<file path="src/rtl/vn_pkg.sv">
// Package for the 4-component vector normalizer.
// Holds payload structs, pipeline cell structs and sizing constants; no dependencies.
package vn_pkg;

  localparam int COMPONENT_WIDTH = 32;
  localparam int MAG_WIDTH       = COMPONENT_WIDTH + 1;
  localparam int SUM_WIDTH       = 2 * COMPONENT_WIDTH + 1;
  localparam int RAD_WIDTH       = 2 * MAG_WIDTH;
  localparam int REM_WIDTH       = MAG_WIDTH + 2;
  localparam int UNIT_FRAC       = 30;
  localparam int QUO_WIDTH       = UNIT_FRAC + 1;
  localparam int DREM_WIDTH      = MAG_WIDTH + 1;
  localparam int TOL_WIDTH       = 16;
  localparam int SQRT_CELLS      = MAG_WIDTH;
  localparam int DIV_CELLS       = QUO_WIDTH;
  localparam int ADDR_WIDTH      = 3;
  localparam logic [0:0] REG_ZERO_TOLERANCE = 1'b0;
  localparam logic [TOL_WIDTH-1:0] TOL_RESET = 16'd1;

  typedef struct packed {
    logic signed [COMPONENT_WIDTH-1:0] in_x;
    logic signed [COMPONENT_WIDTH-1:0] in_y;
    logic signed [COMPONENT_WIDTH-1:0] in_z;
    logic signed [COMPONENT_WIDTH-1:0] in_w;
  } vec_in_t;

  typedef struct packed {
    logic signed [31:0]          unit_x;
    logic signed [31:0]          unit_y;
    logic signed [31:0]          unit_z;
    logic signed [31:0]          unit_w;
    logic        [MAG_WIDTH-1:0] magnitude;
    logic                        was_zero;
  } vec_out_t;

  typedef struct packed {
    logic [3:0]                      neg;
    logic [3:0][COMPONENT_WIDTH-1:0] mag;
  } lane_t;

  typedef struct packed {
    logic [RAD_WIDTH-1:0] rad;
    logic [MAG_WIDTH-1:0] root;
    logic [REM_WIDTH-1:0] rem;
  } sqrt_t;

  typedef struct packed {
    logic [MAG_WIDTH-1:0]       len;
    logic                       zero;
    logic [3:0]                 neg;
    logic [3:0][DREM_WIDTH-1:0] rem;
    logic [3:0][QUO_WIDTH-1:0]  quo;
  } div_t;

endpackage

</file>
<file path="src/rtl/vn_sqrt_cell.sv">
// One cell of the square root chain: resolves one root bit per stage.
// Uses vn_pkg.
module vn_sqrt_cell (
  input  logic          clk,
  input  logic          rst,
  input  logic          en,
  input  logic          valid_in,
  input  vn_pkg::lane_t lane_in,
  input  vn_pkg::sqrt_t sq_in,
  output logic          valid,
  output vn_pkg::lane_t lane,
  output vn_pkg::sqrt_t sq
);

  logic [vn_pkg::REM_WIDTH+1:0] cur;
  logic [vn_pkg::REM_WIDTH+1:0] trial;
  vn_pkg::sqrt_t                sq_next;

  always_comb begin
    cur   = {sq_in.rem, sq_in.rad[vn_pkg::RAD_WIDTH-1 -: 2]};
    trial = {2'b00, sq_in.root, 2'b01};
    sq_next.rad = {sq_in.rad[vn_pkg::RAD_WIDTH-3:0], 2'b00};
    if (cur >= trial) begin
      sq_next.rem  = vn_pkg::REM_WIDTH'(cur - trial);
      sq_next.root = {sq_in.root[vn_pkg::MAG_WIDTH-2:0], 1'b1};
    end else begin
      sq_next.rem  = cur[vn_pkg::REM_WIDTH-1:0];
      sq_next.root = {sq_in.root[vn_pkg::MAG_WIDTH-2:0], 1'b0};
    end
  end

  always_ff @(posedge clk) begin
    if (rst) begin
      valid <= 1'b0;
    end else if (en) begin
      valid <= valid_in;
    end
  end

  always_ff @(posedge clk) begin
    if (en) begin
      lane <= lane_in;
      sq   <= sq_next;
    end
  end

endmodule

</file>
<file path="config.mk">
export PLATFORM = sky130hd
export DESIGN_NAME = vn_sqrt_cell
export DESIGN_NICKNAME = d
export VERILOG_FILES = /design/src/rtl/vn_pkg.sv /design/src/rtl/vn_sqrt_cell.sv
export SDC_FILE = /design/constraint.sdc
export NUM_CORES = 1
export LEC_CHECK = 0
export BUFFER_PORTS_ARGS = -buffer_cell sky130_fd_sc_hd__buf_2
export CORE_AREA = 2 2 211 213
export DETAILED_ROUTE_END_ITERATION = 6
export DIE_AREA = 0 0 213 215
export GPL_TIMING_DRIVEN = 0
export SKIP_LAST_GASP = 1
export SYNTH_ARGS = -nofsm -noshare
export SYNTH_HDL_FRONTEND = slang
export SYNTH_SLANG_ARGS = --single-unit
</file>
<file path="constraint.sdc">
create_clock -name clk -period 2.9 [get_ports clk]
set_input_delay 0.435 -clock clk [delete_from_list [all_inputs] [get_ports clk]]
set_output_delay 0.435 -clock clk [all_outputs]
set_load 0.02 [all_outputs]
</file>
==> results.sh <==
export IMPL_crit_type="input pin to flip-flop"
export IMPL_drt_iter0_drc=410
export IMPL_synth_top_family_by_area="compound AO/OA/AOI/OAI gates"
export IMPL_met3_usage_pct=4.47
export IMPL_dr_pass1_iters=5
export IMPL_min_delay_path_depth=1
export IMPL_grt_pass1_vias=7636
export IMPL_grt_use_total_pct=13.9
export IMPL_hold_violations=0
export IMPL_cts_sinks=265
export IMPL_tightest_slew_ns=0.709
export IMPL_rows=77
export IMPL_cts_path_max_buffers=3
export IMPL_p_leak_nw=6.74
export IMPL_final_cell_mix="buf_2, edfxtp_1, inv_1, a21oi_1, ha_1"
export IMPL_port_buffers=534
export IMPL_fill_cells=4257
export IMPL_htreeDepth=1
export IMPL_utilization_pct=35.4
export IMPL_place_ws_ns=-0.698
export IMPL_ios=537
export IMPL_wl_per_cell_um=18.6
export IMPL_syn_inst=633
export IMPL_final_cell_area_mm2=0.0154
export IMPL_min_path_type="input pin to flip-flop"
export IMPL_reg2reg_slack_ns=2.29
export IMPL_yosys_area_share_simple_pct=4.73
export IMPL_slew_violations=0
export IMPL_maxSlewHeadroom_pct=52.7
export IMPL_cp_required_ns=3.20
export IMPL_synthXorXnorAreaFrac_pct=2.46
export IMPL_dp_cells=1762
export IMPL_antenna_found_initial=18
export IMPL_worstPathArrival_ns=3.10
export IMPL_yosys_warnings=0
export IMPL_drive_gt1_share_pct=52.0
export IMPL_power_density_mw_per_mm2=680
export IMPL_drc=0
export IMPL_worstHoldStart="lane_in[109]"
export IMPL_use_met1_pct=14.2
export IMPL_cts_root_buf="clkbuf_16"
export IMPL_cp_startpoint="sq_in[53]"
export IMPL_async_flop_share_pct=0
export IMPL_r2r_cells=2
export IMPL_grt_pass1_wl_um=47500
export IMPL_rsz0062_at_grt="no"
export IMPL_gp_congestion=0.818
export IMPL_fin_tns_setup_ns=0
export IMPL_placed_area_mm2=0.0142
export IMPL_ys_ff_latch=265
export IMPL_cp_start_kind="input pin"
export IMPL_power_mw=10.5
export IMPL_status="finished, final reports clean"
export IMPL_seq_area_frac_synth_pct=74.4
export IMPL_finalSetupViolCount=0
export IMPL_nets=1522
export IMPL_min_period_over_period_pct=96.6
export IMPL_die_h_um=215
export IMPL_synth_compound_area_share_pct=6.94
export IMPL_cts_clk_slew_worst_paths_ns=0.06
export IMPL_synth_fa_ha_area_share_pct=4.10
export IMPL_worst_path_max_fanout=10
export IMPL_synth_top_flop_cell="edfxtp_1"
export IMPL_syn_to_final_growth_pct=44.4
export IMPL_cts_buffers=31
export IMPL_synth_edff_count=264
export IMPL_grt_use_met2_pct=25.8
export IMPL_skew_ns=0
export IMPL_layout_setup_ws_ns=0.0990
export IMPL_max_vdd_ir_drop_uv=401
export IMPL_synth_distinct_cells=56
export IMPL_worstSkewPairLatency_ns=0.56
export IMPL_fp_coreArea_mm2=0.0436
export IMPL_cts_tree="yes"
export IMPL_stdcell_count=1836
export IMPL_synthMuxAreaShare_pct=4.65
export IMPL_grt_max_degree=129
export IMPL_cap_violations=0
export IMPL_synth_avg_cell_area_um2=16.9
export IMPL_vias=7670
export IMPL_vias_per_cell=4.18
export IMPL_regArea_mm2=0.00795
export IMPL_synth_area_mm2=0.0107
export IMPL_die_width_um=213
export IMPL_routed_wl_um=34200
export IMPL_dieArea_mm2=0.0458
export IMPL_ant_nets=0
export IMPL_dp_hpwl_um=27200
export IMPL_whs_ns=0.0430
export IMPL_gr_total_overflow=0
export IMPL_grt_busiest_layer="met2"
export IMPL_r2r_start="valid"
export IMPL_fmax_mhz=357
export IMPL_layout_commonest_cell="buf_2"
export IMPL_start_util_pct=24.5
export IMPL_min_period_ns=2.80
export IMPL_cp_end_kind="flip-flop"
export IMPL_multi_input_area_mm2=0.00252
-- kinds of logic after synthesis --
family / count (synthesis)
compound gates: 108
xor+xnor: 30
fa+ha+maj: 35
buf+inv: 57
flops: 265
mux: 36
other cells: 1
simple gates: 101
-- cells in the mapped netlist, drive strengths merged, types with 5 or more instances --
library cell,count,area (um^2)
nand3,11,55.1
edfxtp,264,7930
clkbuf,8,30.0
o21bai,5,37.5
a21oi,34,170
a21o,20,150
inv,41,159
xor2,8,70.1
o31ai,5,37.5
nand4,10,62.6
a211oi,5,37.5
nor2b,6,45.0
nand2,25,93.8
buf,8,103
nor2,29,116
ha,35,438
nor3,7,35.0
mux2,31,447
o21ai,14,70.1
mux2i,5,50.1
xnor2,22,193
-- report_power, final --
| part | internal, mW | leakage (nW) | total (mW) | switching (mW) |
|---|---|---|---|---|
| clock | 2.39 | 0.497 | 3.95 | 1.55 |
| combinational | 0.727 | 3.65 | 1.85 | 1.12 |
| sequential | 4.62 | 2.59 | 4.71 | 0.0852 |
| total | 7.74 | 6.74 | 10.5 | 2.76 |
-- path summary, 6_finish.rpt --
| path | to |
|---|---|
| min | lane[109] |
| max reg2reg | valid |
| min reg2reg | valid |
| max | sq[29] |
-- final cells by class --
class                           count  share of cell area (%)
Sequential cell                   265                    51.5
Timing Repair Buffer              553                    18.8
Multi-Input combinational cell    312                    16.3
Clock buffer                       43                    5.51
Tap cell                          592                    4.80
Clock inverter                     13                    1.17
Inverter                           41                    1.09
Buffer                             13                   0.786
Antenna cell                        4                  0.0648
-- sequential cells by signal, indices dropped and copies added (netlist names) --
| register | count |
|---|---|
| valid | 1 |
| sq | 132 |
| lane | 132 |
-- layer usage --
| layer | up-vias | share of wire [%] | wire length [um] |
|---|---|---|---|
| met1 | 3634 | 35 | 12100 |
| met5 | - | 0.15 | 53 |
| li1 | 3588 | - | - |
| met3 | 83 | 8.9 | 3050 |
| met2 | 357 | 52 | 17700 |
| met4 | 8 | 3.9 | 1320 |
-- what timing repair did --
action	4_1_cts	5_1_grt
hold buffers	14	0
setup buffers	0	3
pin swaps	0	2
resized for setup	1	5
setup endpoints to repair	26	27
hold endpoints to repair	14	0
-- critical path, stage by stage --
cell	delay, ns
buf_2	0.10
inv_1	0.05
ha_1	0.43
nand2_1	0.17
nor2_2	0.27
nand2_1	0.12
nor4_1	0.40
a221o_1	0.28
a2111oi_4	0.10
o31a_4	0.16
inv_6	0.12
buf_12	0.16
mux2_4	0.30
Note: power is estimated with default switching activity, not from simulation.
