===== src/rtl/vn_pkg.sv =====
// Package for the 4-component vector normalizer.
// Holds payload structs, pipeline cell structs and sizing constants; no dependencies.
package vn_pkg;

  localparam int COMPONENT_WIDTH = 32;
  localparam int MAG_WIDTH       = COMPONENT_WIDTH + 1;
  localparam int SUM_WIDTH       = 2 * COMPONENT_WIDTH + 1;
  localparam int RAD_WIDTH       = 2 * MAG_WIDTH;
  localparam int REM_WIDTH       = MAG_WIDTH + 2;
  localparam int UNIT_FRAC       = 30;
  localparam int QUO_WIDTH       = UNIT_FRAC + 1;
  localparam int DREM_WIDTH      = MAG_WIDTH + 1;
  localparam int TOL_WIDTH       = 16;
  localparam int SQRT_CELLS      = MAG_WIDTH;
  localparam int DIV_CELLS       = QUO_WIDTH;
  localparam int ADDR_WIDTH      = 3;
  localparam logic [0:0] REG_ZERO_TOLERANCE = 1'b0;
  localparam logic [TOL_WIDTH-1:0] TOL_RESET = 16'd1;

  typedef struct packed {
    logic signed [COMPONENT_WIDTH-1:0] in_x;
    logic signed [COMPONENT_WIDTH-1:0] in_y;
    logic signed [COMPONENT_WIDTH-1:0] in_z;
    logic signed [COMPONENT_WIDTH-1:0] in_w;
  } vec_in_t;

  typedef struct packed {
    logic signed [31:0]          unit_x;
    logic signed [31:0]          unit_y;
    logic signed [31:0]          unit_z;
    logic signed [31:0]          unit_w;
    logic        [MAG_WIDTH-1:0] magnitude;
    logic                        was_zero;
  } vec_out_t;

  typedef struct packed {
    logic [3:0]                      neg;
    logic [3:0][COMPONENT_WIDTH-1:0] mag;
  } lane_t;

  typedef struct packed {
    logic [RAD_WIDTH-1:0] rad;
    logic [MAG_WIDTH-1:0] root;
    logic [REM_WIDTH-1:0] rem;
  } sqrt_t;

  typedef struct packed {
    logic [MAG_WIDTH-1:0]       len;
    logic                       zero;
    logic [3:0]                 neg;
    logic [3:0][DREM_WIDTH-1:0] rem;
    logic [3:0][QUO_WIDTH-1:0]  quo;
  } div_t;

endpackage


===== src/rtl/vn_div_cell.sv =====
// One cell of the divide chain: one quotient bit for all four lanes.
// Uses vn_pkg.
module vn_div_cell (
  input  logic         clk,
  input  logic         rst,
  input  logic         en,
  input  logic         valid_in,
  input  vn_pkg::div_t dv_in,
  output logic         valid,
  output vn_pkg::div_t dv
);

  vn_pkg::div_t dv_next;
  logic [vn_pkg::DREM_WIDTH-1:0] r;

  always_comb begin
    dv_next = dv_in;
    for (int i = 0; i < 4; i++) begin
      if (dv_in.rem[i] >= {1'b0, dv_in.len}) begin
        r = dv_in.rem[i] - {1'b0, dv_in.len};
        dv_next.quo[i] = {dv_in.quo[i][vn_pkg::QUO_WIDTH-2:0], 1'b1};
      end else begin
        r = dv_in.rem[i];
        dv_next.quo[i] = {dv_in.quo[i][vn_pkg::QUO_WIDTH-2:0], 1'b0};
      end
      dv_next.rem[i] = {r[vn_pkg::DREM_WIDTH-2:0], 1'b0};
    end
  end

  always_ff @(posedge clk) begin
    if (rst) begin
      valid <= 1'b0;
    end else if (en) begin
      valid <= valid_in;
    end
  end

  always_ff @(posedge clk) begin
    if (en) begin
      dv <= dv_next;
    end
  end

endmodule


===== config.mk =====
export PLATFORM = sky130hd
export DESIGN_NAME = vn_div_cell
export DESIGN_NICKNAME = d
export VERILOG_FILES = /design/src/rtl/vn_pkg.sv /design/src/rtl/vn_div_cell.sv
export SDC_FILE = /design/constraint.sdc
export NUM_CORES = 1
export LEC_CHECK = 0
export BUFFER_PORTS_ARGS = -buffer_cell sky130_fd_sc_hd__clkbuf_2
export CORE_AREA = 2 2 232 234
export DETAILED_ROUTE_END_ITERATION = 10
export DIE_AREA = 0 0 234 236
export GPL_ROUTABILITY_DRIVEN = 0
export SLEW_MARGIN = 20
export SYNTH_ARGS = -nofsm -noshare
export SYNTH_HDL_FRONTEND = slang
export SYNTH_SLANG_ARGS = --single-unit

===== constraint.sdc =====
create_clock -name clk -period 6.9 [get_ports clk]
set_clock_uncertainty 0.1 [all_clocks]
set_input_delay 0.69 -clock clk [delete_from_list [all_inputs] [get_ports clk]]
set_output_delay 0.69 -clock clk [all_outputs]
set_load 0.005 [all_outputs]

==> summary.txt, run 1 <==
CTS
  • Longest Clk Path Bufs: 3
  • CTS Root Cell: clkbuf_16
  • Resized cells post-CTS: 0
  • CTS H-tree lvls: 2
  • Reg clk slew, reported paths: 0.06 ns
  • Setup Buffers After CTS: 0
  • Sink Count: 295
  • Worst skew pair latency: 0.55 ns
  • Hold Buf Count CTS: 0
  • Total CTS buffers: 36
  • TritonCTS clock tree: done

Yosys
  • Post-synth top area share: 50.60%
  • Leading area contributor after synthesis: edfxtp_1
  • Synth warnings: 0
  • Top_reg_cell synth: edfxtp_1
  • Unique masters post-synth: 73
  • Post-synth EDFFs: 294
  • Synthesized area: 0.01745 mm2
  • Register bit total from synthesis: 295
  • Syn_area_per_cell: between 10 and 15 um2
  • Ranking of synthesized cells by area: edfxtp_1, ha_1, o21ai_0
  • Asr flop ratio synth: 0%
  • Gate count after technology mapping: 1615
  • Seq/Total Area, Yosys: approximately half

Floorplan
  • Row count: 85
  • Full die area: 0.05522 mm2
  • Core box area: 0.05307 mm2
  • Initial core utilization: 32.88%
  • # IOs: 601
  • Die height: 236 um
  • Die W: 234 um

Global routing
  • Number of global-route vias before repair: approximately 15k
  • Largest net degree at the start of global routing: 150
  • Remaining Overflow, GRT: 0
  • Global-route wire length before repair: 97890 um
  • Initial antenna violation count: 24
  • All-layer global routing usage: between 20% and 30%

Timing
  • Rel. slew slack: 28.05%
  • Tmin final: 4.264 ns
  • Tcrit/Tclk final: 61.79%
  • RSZ-0062 raised after global routing: no
  • Fin. max-slew vios: 0
  • Final setup TNS: 0 ns
  • # setup viols final: 0
  • F_max: between 200 and 250 MHz
  • Final hold violation count: 0
  • Slew @ Worst Pin: 1.079 ns
  • Final setup margin: 2.636 ns
  • Smallest hold slack: 0.1918 ns

Setup path
  • Critical path peak fanout: 27
  • CP required: 7.10 ns
  • Most used cell, CP: a21oi_1
  • Slowest-stage cell, CP: o21ai_4
  • CP delay by family, top: compound AO/OA/AOI/OAI gates
  • Endpoint class of the critical path: flip-flop
  • Buffers and inverters on the worst path: 4
  • Worst setup path start: dv_in[265]
  • Crit path kind: in -> reg
  • Slowest stage delay, CP: 0.48 ns
  • Worst R2R Start: valid$_SDFFE_PP0P_
  • Worst setup SP type: input port
  • Crit-path cells: clkbuf_2 > ha_1 > inv_1 > fa_1 > a21o_1 > a21oi_1 > o21ai_0 > a21oi_1 > o31ai_1 > a21o_2 > o21ai_4 > buf_16 > buf_4 > mux2_2
  • Arr. time, crit path: ~4.5 ns

Placed design
  • DP Area: 0.02112 mm2
  • Port bufs: 592
  • Detailed Place HPWL: 54870 um
  • Dpl ws: 1.820 ns

Finish
  • Layout Nets: 2638
  • Fin area: 0.02234 mm2
  • FILL cells: 5140
  • Layout cells sized above 1: roughly 30%
  • Area grow syn2layout: 28.01%

Detailed routing
  • DRC: 0
  • Post-route ant nets: 0
  • Iteration count of the initial detailed-routing pass: 6
  • Vias: 15.40k
  • Initial DRC count: 1179
  • Via density: 5.262
  • Routed wire length: 69470 um
  • Routed WL per cell: 23.74 um

Hold path
  • Hold Startpoint: rst
  • Hold Crit Class: in -> reg

Power
  • PwrDens: ~250 mW/mm2
  • Static Leak: 9.880 nW
  • Peak VDD IR: 0.1618 mV

Status
  • Status: finished, final reports clean

Job
  • Max_cap viols: 0
==> logic make-up (layout without fill, tap and decap cells) <==
kind of cell	count (synthesis)	after routing	share of synthesized area [%]
XOR/XNOR	113	113	5.672
AND/OR/NAND/NOR	401	401	10.58
buffers and inverters	124	729	3.091
other	1	11	0.02149
AO/OA/AOI/OAI	530	530	19.05
adder cells (fa/ha/maj)	136	136	9.925
flip-flops	295	295	50.71
multiplexers	15	15	0.9466
==> cells in the final DEF (no fill, tap or decap), types with 24 or more instances in the layout <==
master / n
clkbuf_2: 591
xor2_1: 49
edfxtp_1: 294
xnor2_1: 64
inv_1: 66
a21oi_1: 126
nand3_1: 24
a21o_1: 74
o21ai_0: 173
nand4_1: 33
nor2_1: 67
clkbuf_16: 36
ha_1: 132
nand2_1: 188
==> worst register-to-register path, cell delays in order, from the launching register on <==
cell and delay [ns]:
dfxtp_1 0.31, mux2i_1 0.12, nor2_1 0.05
==> final timing paths <==
path,cells past startpoint,slack (ns),end
setup reg to reg,2,6.22,valid$_SDFFE_PP0P_
hold reg to reg,2,0.40,valid$_SDFFE_PP0P_
hold / removal,2,0.19,valid$_SDFFE_PP0P_
setup / recovery,14,2.64,dv[160]$_DFFE_PP_
==> per-layer routing <==
layer  global-route usage [%]  wire, um
met1                    25.47     24180
met2                    45.37     37000
met3                    5.162      4636
met4                    12.70      3634
met5                        0        20
==> flip-flops by register name (all words and copies together), names as in the netlist <==
register,cells
dv,294
valid,1
==> power breakdown <==
group,leakage [nW],switching (mW),internal (mW)
registers,2.88,0.0671,2.24
clock network,0.571,0.782,1.15
logic,6.43,0.792,0.550
total,9.88,1.64,3.94
==> cells in the mapped netlist (24+ instances only) <==
master	n
a21o_1	74
a21oi_1	127
clkbuf_1	36
edfxtp_1	294
ha_1	132
inv_1	66
nand2_1	188
nand3_1	24
nand4_1	33
nor2_1	67
o21ai_0	173
xnor2_1	64
xor2_1	49
==> through the flow <==
step	instances	utilization (%)	power, mW
after global routing	2924	42.08	5.859
after CTS	2918	42.00	5.628
after floorplan	1618	-	3.061
after detailed placement	2857	39.79	3.673
final	2926	42.09	5.580
after global placement	2857	39.79	3.655
==> area by class of cell <==
class	instances	area (um2)	area share, %
well taps	696	870.8	3.899
diodes	7	17.52	0.07843
clock buffers	45	974.7	4.364
clock inverters	16	200.2	0.8963
flip-flops and latches	295	8848	39.62
inverters	67	251.5	1.126
multi-input cells	1199	8099	36.26
repair buffers	601	3073	13.76
No activity file was read; power rests on OpenSTA's default activity.
==> run 2, diff against run 1 <==
clock period = 3.5 ns   (was 6.9 ns; I/O delays follow)
==> summary.txt, run 2 (synthesized netlist as in run 1, its figures left out) <==
Setup path
  • CP required: 3.71 ns (was 7.10 ns)
  • Slowest-stage cell, CP: dlygate4sd3_1 (was o21ai_4)
  • Arr. time, crit path: 3.71 ns (was 4.46 ns)
  • CP delay by family, top: buffers and inverters (was compound AO/OA/AOI/OAI gates)
  • Most used cell, CP: buf_4 (was a21oi_1)
  • Critical path peak fanout: 9 (was 27)
  • Slowest stage delay, CP: 0.55 ns (was 0.48 ns)
  • Endpoint class of the critical path: flip-flop (unchanged)
  • Worst setup SP type: input port (unchanged)
  • Crit path kind: in -> reg (unchanged)
  • Crit-path cells: dlygate4sd3_1 > clkbuf_2 > inv_1 > ha_1 > o21ai_0 > o21bai_1 > a211oi_2 > nor2_1 > a31oi_2 > buf_4 > o31ai_4 > a31oi_4 > buf_12 > buf_4 > and2_1 > a31o_2 (was clkbuf_2 > ha_1 > inv_1 > fa_1 > a21o_1 > a21oi_1 > o21ai_0 > a21oi_1 > o31ai_1 > a21o_2 > o21ai_4 > buf_16 > buf_4 > mux2_2)
  • Buffers and inverters on the worst path: 6 (was 4)

Timing
  • Final hold violation count: 0 (unchanged)
  • F_max: around 290 MHz
  • Fin. max-slew vios: 0 (unchanged)
  • Tmin final: 3.500 ns
  • Tcrit/Tclk final: 100.0%
  • Rel. slew slack: 31.59% (was 28.05%)
  • Slew @ Worst Pin: 1.026 ns (was 1.079 ns)
  • RSZ-0062 raised after global routing: yes (was no)
  • # setup viols final: 1 (was 0)
  • Final setup margin: -0.0002296 ns (was 2.636 ns)

Detailed routing
  • Routed wire length: 73210 um (was 69470 um)
  • Via density: 5.109 (was 5.262)
  • Routed WL per cell: 22.28 um (was 23.74 um)
  • DRC: 0 (unchanged)
  • Post-route ant nets: 0 (unchanged)
  • Iteration count of the initial detailed-routing pass: 5 (was 6)
  • Vias: 16.79k (was 15.40k)
  • Initial DRC count: 879 (was 1179)

Floorplan
  • # IOs: 601 (unchanged)
  • Core box area: 0.05307 mm2 (unchanged)
  • Die W: 234 um (unchanged)
  • Initial core utilization: 32.88% (unchanged)
  • Row count: 85 (unchanged)
  • Full die area: 0.05522 mm2 (unchanged)
  • Die height: 236 um (unchanged)

CTS
  • Longest Clk Path Bufs: 3 (unchanged)
  • Total CTS buffers: 36 (unchanged)
  • TritonCTS clock tree: done (unchanged)
  • Reg clk slew, reported paths: 0.06 ns (about the same)
  • Sink Count: 295 (unchanged)
  • Worst skew pair latency: 0.54 ns (was 0.55 ns)
  • CTS Root Cell: clkbuf_16 (unchanged)
  • CTS H-tree lvls: 2 (unchanged)

Power
  • Static Leak: 11.55 nW (was 9.880 nW)
  • PwrDens: 450.0 mW/mm2 (was 249.8 mW/mm2)
  • Peak VDD IR: 0.2842 mV (was 0.1618 mV)

Global routing
  • Remaining Overflow, GRT: 0 (unchanged)
  • Global-route wire length before repair: 103400 um (was 97890 um)
  • Initial antenna violation count: 28 (was 24)
  • All-layer global routing usage: 25.51% (was 24.42%)
  • Number of global-route vias before repair: 16.73k (was 15.02k)
  • Largest net degree at the start of global routing: 106 (was 150)

Status
  • Failing checks: setup timing
  • Status: finished with violations (was finished, final reports clean)

Finish
  • Top Registers: dv: 294 flops, valid: 1 flops (unchanged)
  • Non-filler cells, final: 3286 (was 2926)
  • Post-Route Utilization: 48.59% (was 42.09%)
  • Layout cells sized above 1: 33.93% (was 30.81%)
  • Most common cell after layout, fill and taps aside: clkbuf_2 (unchanged)
  • Most frequent cells in the layout: clkbuf_2, edfxtp_1, dlygate4sd3_1 (was clkbuf_2, edfxtp_1, nand2_1)
  • Flip-flop count of the largest register after layout: 294 (unchanged)
  • Area grow syn2layout: 47.80% (was 28.01%)
  • Layout Nets: 2988 (was 2638)
  • Most flops, register: dv (unchanged)

Job
  • Max_cap viols: 0 (unchanged)

Placed design
  • Port bufs: 592 (unchanged)
  • Detailed Place HPWL: 57930 um (was 54870 um)
  • Cells after DPL: 3015 (was 2857)
  • Dpl ws: -0.1201 ns (was 1.820 ns)

Hold path
  • Hold Crit Class: in -> reg (unchanged)
-- run 2: changes by cell type in the layout (fill, tap and decap cells not counted), moves of 4 or more --
cell	before	now
dlygate4sd3_1	0	190
buf_4	7	152
buf_12	1	17
diode_2	7	14
clkbuf_8	4	0
o21ai_0	173	169
-- run 2: worst reg2reg max path: stages (launching register included) --
cell	delay (ns)
dfxtp_1	0.32
mux2i_1	0.13
nor2_1	0.06
dlygate4sd3_1	0.57
-- run 2: worst paths after layout --
check,start,cells past startpoint,end,slack (ns)
hold / removal,dv_in[132],3,dv[133]$_DFFE_PP_,0.01
hold reg to reg,valid$_SDFFE_PP0P_,3,valid$_SDFFE_PP0P_,1.03
setup / recovery,dv_in[268],16,dv[130]$_DFFE_PP_,-0.0002
setup reg to reg,valid$_SDFFE_PP0P_,3,valid$_SDFFE_PP0P_,2.20
-- run 2: timing repair --
| item | 4_1_cts | 5_1_grt |
|---|---|---|
| endpoints found under the setup margin | 0 | 95 |
| setup buffers | 0 | 3 |
| hold buffers | 190 | 0 |
| resized for setup | 0 | 30 |
| endpoints found under the hold margin | 189 | 0 |
-- run 2: cell type report --
cell class	count	area (um2)
well taps	696	870.8
diodes	14	35.03
clock inverters	24	275.3
multi-input cells	1199	8207
flip-flops and latches	295	8848
clock buffers	40	937.1
fillers	4814	27280
repair buffers	951	6356
inverters	67	259.0
-- run 2: power by group --
| part | switching (mW) | internal, mW | total, mW |
|---|---|---|---|
| Clock | 1.58 | 2.32 | 3.90 |
| Combinational | 1.71 | 1.45 | 3.16 |
| Sequential | 0.139 | 4.41 | 4.55 |
| Total | 3.42 | 8.18 | 11.6 |
-- run 2: metrics by stage --
stage               power (mW)     TNS, ns  hold WS [ns]  cell area, um2
floorplan                6.035           0        0.3224           17460
global placement         7.491     -0.3423        0.3719           22490
detailed placement       7.529      -1.403        0.3969           22490
CTS                      11.68           0     0.0002234           25600
global route             12.17      -1.451      0.009689           25790
finish                   11.61  -0.0002296      0.009870           25790
-- run 2: routing by layer --
layer | wire [um] | share of wire (%) | up-vias | global-route usage (%)
met3 | 4612 | 6.3 | 183 | 5.295
met1 | 25880 | 35 | 7964 | 26.29
met4 | 4981 | 6.8 | 6 | 16.32
li1 | - | - | 7957 | -
met5 | 34 | 0.046 | - | 0
met2 | 37710 | 52 | 678 | 46.39
==> run 3, diff against run 2 <==
PLACE_DENSITY_LB_ADDON = 0.08   (was not set)
==> summary.txt, run 3 (synthesized netlist as in run 1, its figures left out) <==
Setup path
  • Critical path peak fanout: 6 (was 9)
  • Endpoint class of the critical path: flip-flop (unchanged)
  • Worst setup SP type: input port (unchanged)
  • CP required: 3.69 ns (was 3.71 ns)
  • R2R cell count: 3 (unchanged)
  • Arr. time, crit path: 3.58 ns (was 3.71 ns)
  • Crit path kind: in -> reg (unchanged)

Power
  • Static Leak: 11.77 nW (was 11.55 nW)
  • PwrDens: 441.2 mW/mm2 (was 450.0 mW/mm2)
  • Peak VDD IR: 0.2872 mV (was 0.2842 mV)
  • Switching portion of total power: 28.86% (was 29.50%)
  • Clock power frac: 33.2% (was 33.6%)
  • Sequential share of power: 39.0% (was 39.2%)
  • Internal: 8.270 mW (was 8.182 mW)
  • Sw Pwr: 3.355 mW (was 3.423 mW)
  • Comb pwr share: 27.8% (was 27.2%)

Finish
  • Most frequent cells in the layout: clkbuf_2, edfxtp_1, dlygate4sd3_1 (unchanged)
  • Non-filler cells, final: 3340 (was 3286)
  • Layout cells sized above 1: 34.78% (was 33.93%)
  • Flip-flop count of the largest register after layout: 294 (unchanged)
  • FILL cells: 5051 (was 4814)
  • Layout Nets: 3041 (was 2988)
  • Top Registers: dv: 294 flops, valid: 1 flops (unchanged)
  • Area of the multi-input gates: 0.008245 mm2 (was 0.008207 mm2)
  • Most common cell after layout, fill and taps aside: clkbuf_2 (unchanged)
  • Area grow syn2layout: 51.01% (was 47.80%)
  • Most flops, register: dv (unchanged)
  • Sequential cell area: 0.008848 mm2 (unchanged)

Floorplan
  • Row count: 85 (unchanged)
  • Initial core utilization: 32.88% (unchanged)
  • Die W: 234 um (unchanged)
  • Die height: 236 um (unchanged)
  • Core box area: 0.05307 mm2 (unchanged)
  • # IOs: 601 (unchanged)
  • Full die area: 0.05522 mm2 (unchanged)

Timing
  • Rel. slew slack: 56.71% (was 31.59%)
  • Slew @ Worst Pin: 0.6486 ns (was 1.026 ns)
  • F_max: 294.5 MHz (was 285.7 MHz)
  • Fin. max-slew vios: 0 (unchanged)
  • Final hold violation count: 0 (unchanged)
  • RSZ-0062 raised after global routing: yes (unchanged)
  • # setup viols final: 0 (was 1)
  • Final setup margin: 0.1039 ns (was -0.0002296 ns)
  • Tmin final: 3.396 ns (was 3.500 ns)
  • Tcrit/Tclk final: 97.03% (was 100.0%)

Detailed routing
  • Routed wire length: 70010 um (was 73210 um)
  • Routed WL per cell: 20.96 um (was 22.28 um)
  • Vias: 16.34k (was 16.79k)
  • Post-route ant nets: 0 (unchanged)
  • Initial DRC count: 808 (was 879)
  • Via density: 4.893 (was 5.109)
  • Iteration count of the initial detailed-routing pass: 5 (unchanged)
  • DRC: 0 (unchanged)

Global routing
  • Global-route wire length before repair: 100300 um (was 103400 um)
  • Initial antenna violation count: 13 (was 28)
  • Largest net degree at the start of global routing: 62 (was 106)
  • Number of global-route vias before repair: 16.59k (was 16.73k)
  • Remaining Overflow, GRT: 0 (unchanged)
  • All-layer global routing usage: 24.39% (was 25.51%)

CTS
  • Total CTS buffers: 36 (unchanged)
  • CTS H-tree lvls: 2 (unchanged)
  • CTS Root Cell: clkbuf_16 (unchanged)
  • Sink Count: 295 (unchanged)
  • Worst skew pair latency: 0.54 ns (about the same)
  • Reg clk slew, reported paths: 0.06 ns (about the same)
  • Longest Clk Path Bufs: 3 (unchanged)
  • TritonCTS clock tree: done (unchanged)

Job
  • Max_cap viols: 0 (unchanged)

Hold path
  • WHS Path Cells: 3 (unchanged)
  • Hold Crit Class: in -> reg (unchanged)

Placed design
  • Dpl ws: -0.1122 ns (was -0.1201 ns)
  • Cells after DPL: 3035 (was 3015)
  • Port bufs: 592 (unchanged)
  • Detailed Place HPWL: 55120 um (was 57930 um)

Status
  • Status: finished, final reports clean (was finished with violations)
[run 3: cell count changes in the layout (fill, tap and decap cells not counted), moves of 3 or more]
cell and delta:
buf_4 +30, dlygate4sd3_1 +18, clkinvlp_4 +5, inv_1 -5, clkbuf_1 +4, ha_1 -4
buf_12 +3
[run 3: repair_timing]
item | 4_1_cts | 5_1_grt
setup endpoints to repair | 0 | 65
hold buffers | 209 | 0
hold endpoints to repair | 208 | 0
gates resized for setup | 0 | 44
setup buffers | 0 | 17
[run 3: layer usage]
layer | vias up | track usage [%] | share of wire, %
li1 | 8056 | - | -
met1 | 7697 | 28.52 | 40
met2 | 477 | 43.47 | 50
met3 | 109 | 4.122 | 5.4
met4 | 2 | 10.59 | 3.9
met5 | - | 0 | 0.016
[run 3: power groups by stage]
| stage | Sequential, mW | Clock, mW | Combinational [mW] |
|---|---|---|---|
| global placement | 4.59 | 0 | 2.96 |
| CTS | 4.53 | 3.97 | 3.19 |
| finish | 4.53 | 3.86 | 3.23 |
| global route | 4.57 | 4.11 | 3.55 |
| detailed placement | 4.60 | 0 | 2.97 |
| floorplan | 4.64 | 0 | 1.40 |
[run 3: area by class of cell]
| class | count | area share [%] |
|---|---|---|
| clock buffer | 45 | 3.666 |
| inverter | 67 | 1.068 |
| timing repair buffer | 1004 | 26.06 |
| clock inverter | 21 | 0.9070 |
| multi-input combinational | 1199 | 31.29 |
| tap | 696 | 3.305 |
| sequential | 295 | 33.58 |
| antenna | 13 | 0.1235 |
[run 3: worst max-delay path, stage by stage]
cell and delay (ns):
dlygate4sd3_1 0.52, clkbuf_2 0.14, clkinvlp_4 0.26, ha_2 0.48, nand4_1 0.12, a211o_1 0.24
a21oi_1 0.27, o2111a_1 0.25, buf_4 0.11, buf_4 0.09, o21a_1 0.15, buf_4 0.13
a41oi_1 0.13, xor2_1 0.21, o21ai_0 0.10
[run 3: final timing paths]
path	from	endpoint	slack [ns]
setup / recovery	dv_in[272]	dv[218]$_DFFE_PP_	0.10
hold / removal	dv_in[257]	dv[258]$_DFFE_PP_	0.03
setup reg to reg	valid$_SDFFE_PP0P_	valid$_SDFFE_PP0P_	2.26
hold reg to reg	valid$_SDFFE_PP0P_	valid$_SDFFE_PP0P_	0.96
[run 3: metrics by stage]
step	TNS, ns	hold WS (ns)	power (mW)	utilization, %	cell area [um2]
CTS	0	0.0008481	11.69	48.90	25950
finish	0	0.02796	11.63	49.65	26350
global route	-0.007097	0.01850	12.23	49.65	26350
global placement	-0.1098	0.3736	7.554	42.68	22650
floorplan	0	0.3224	6.035	-	17460
detailed placement	-0.4963	0.4029	7.569	42.68	22650
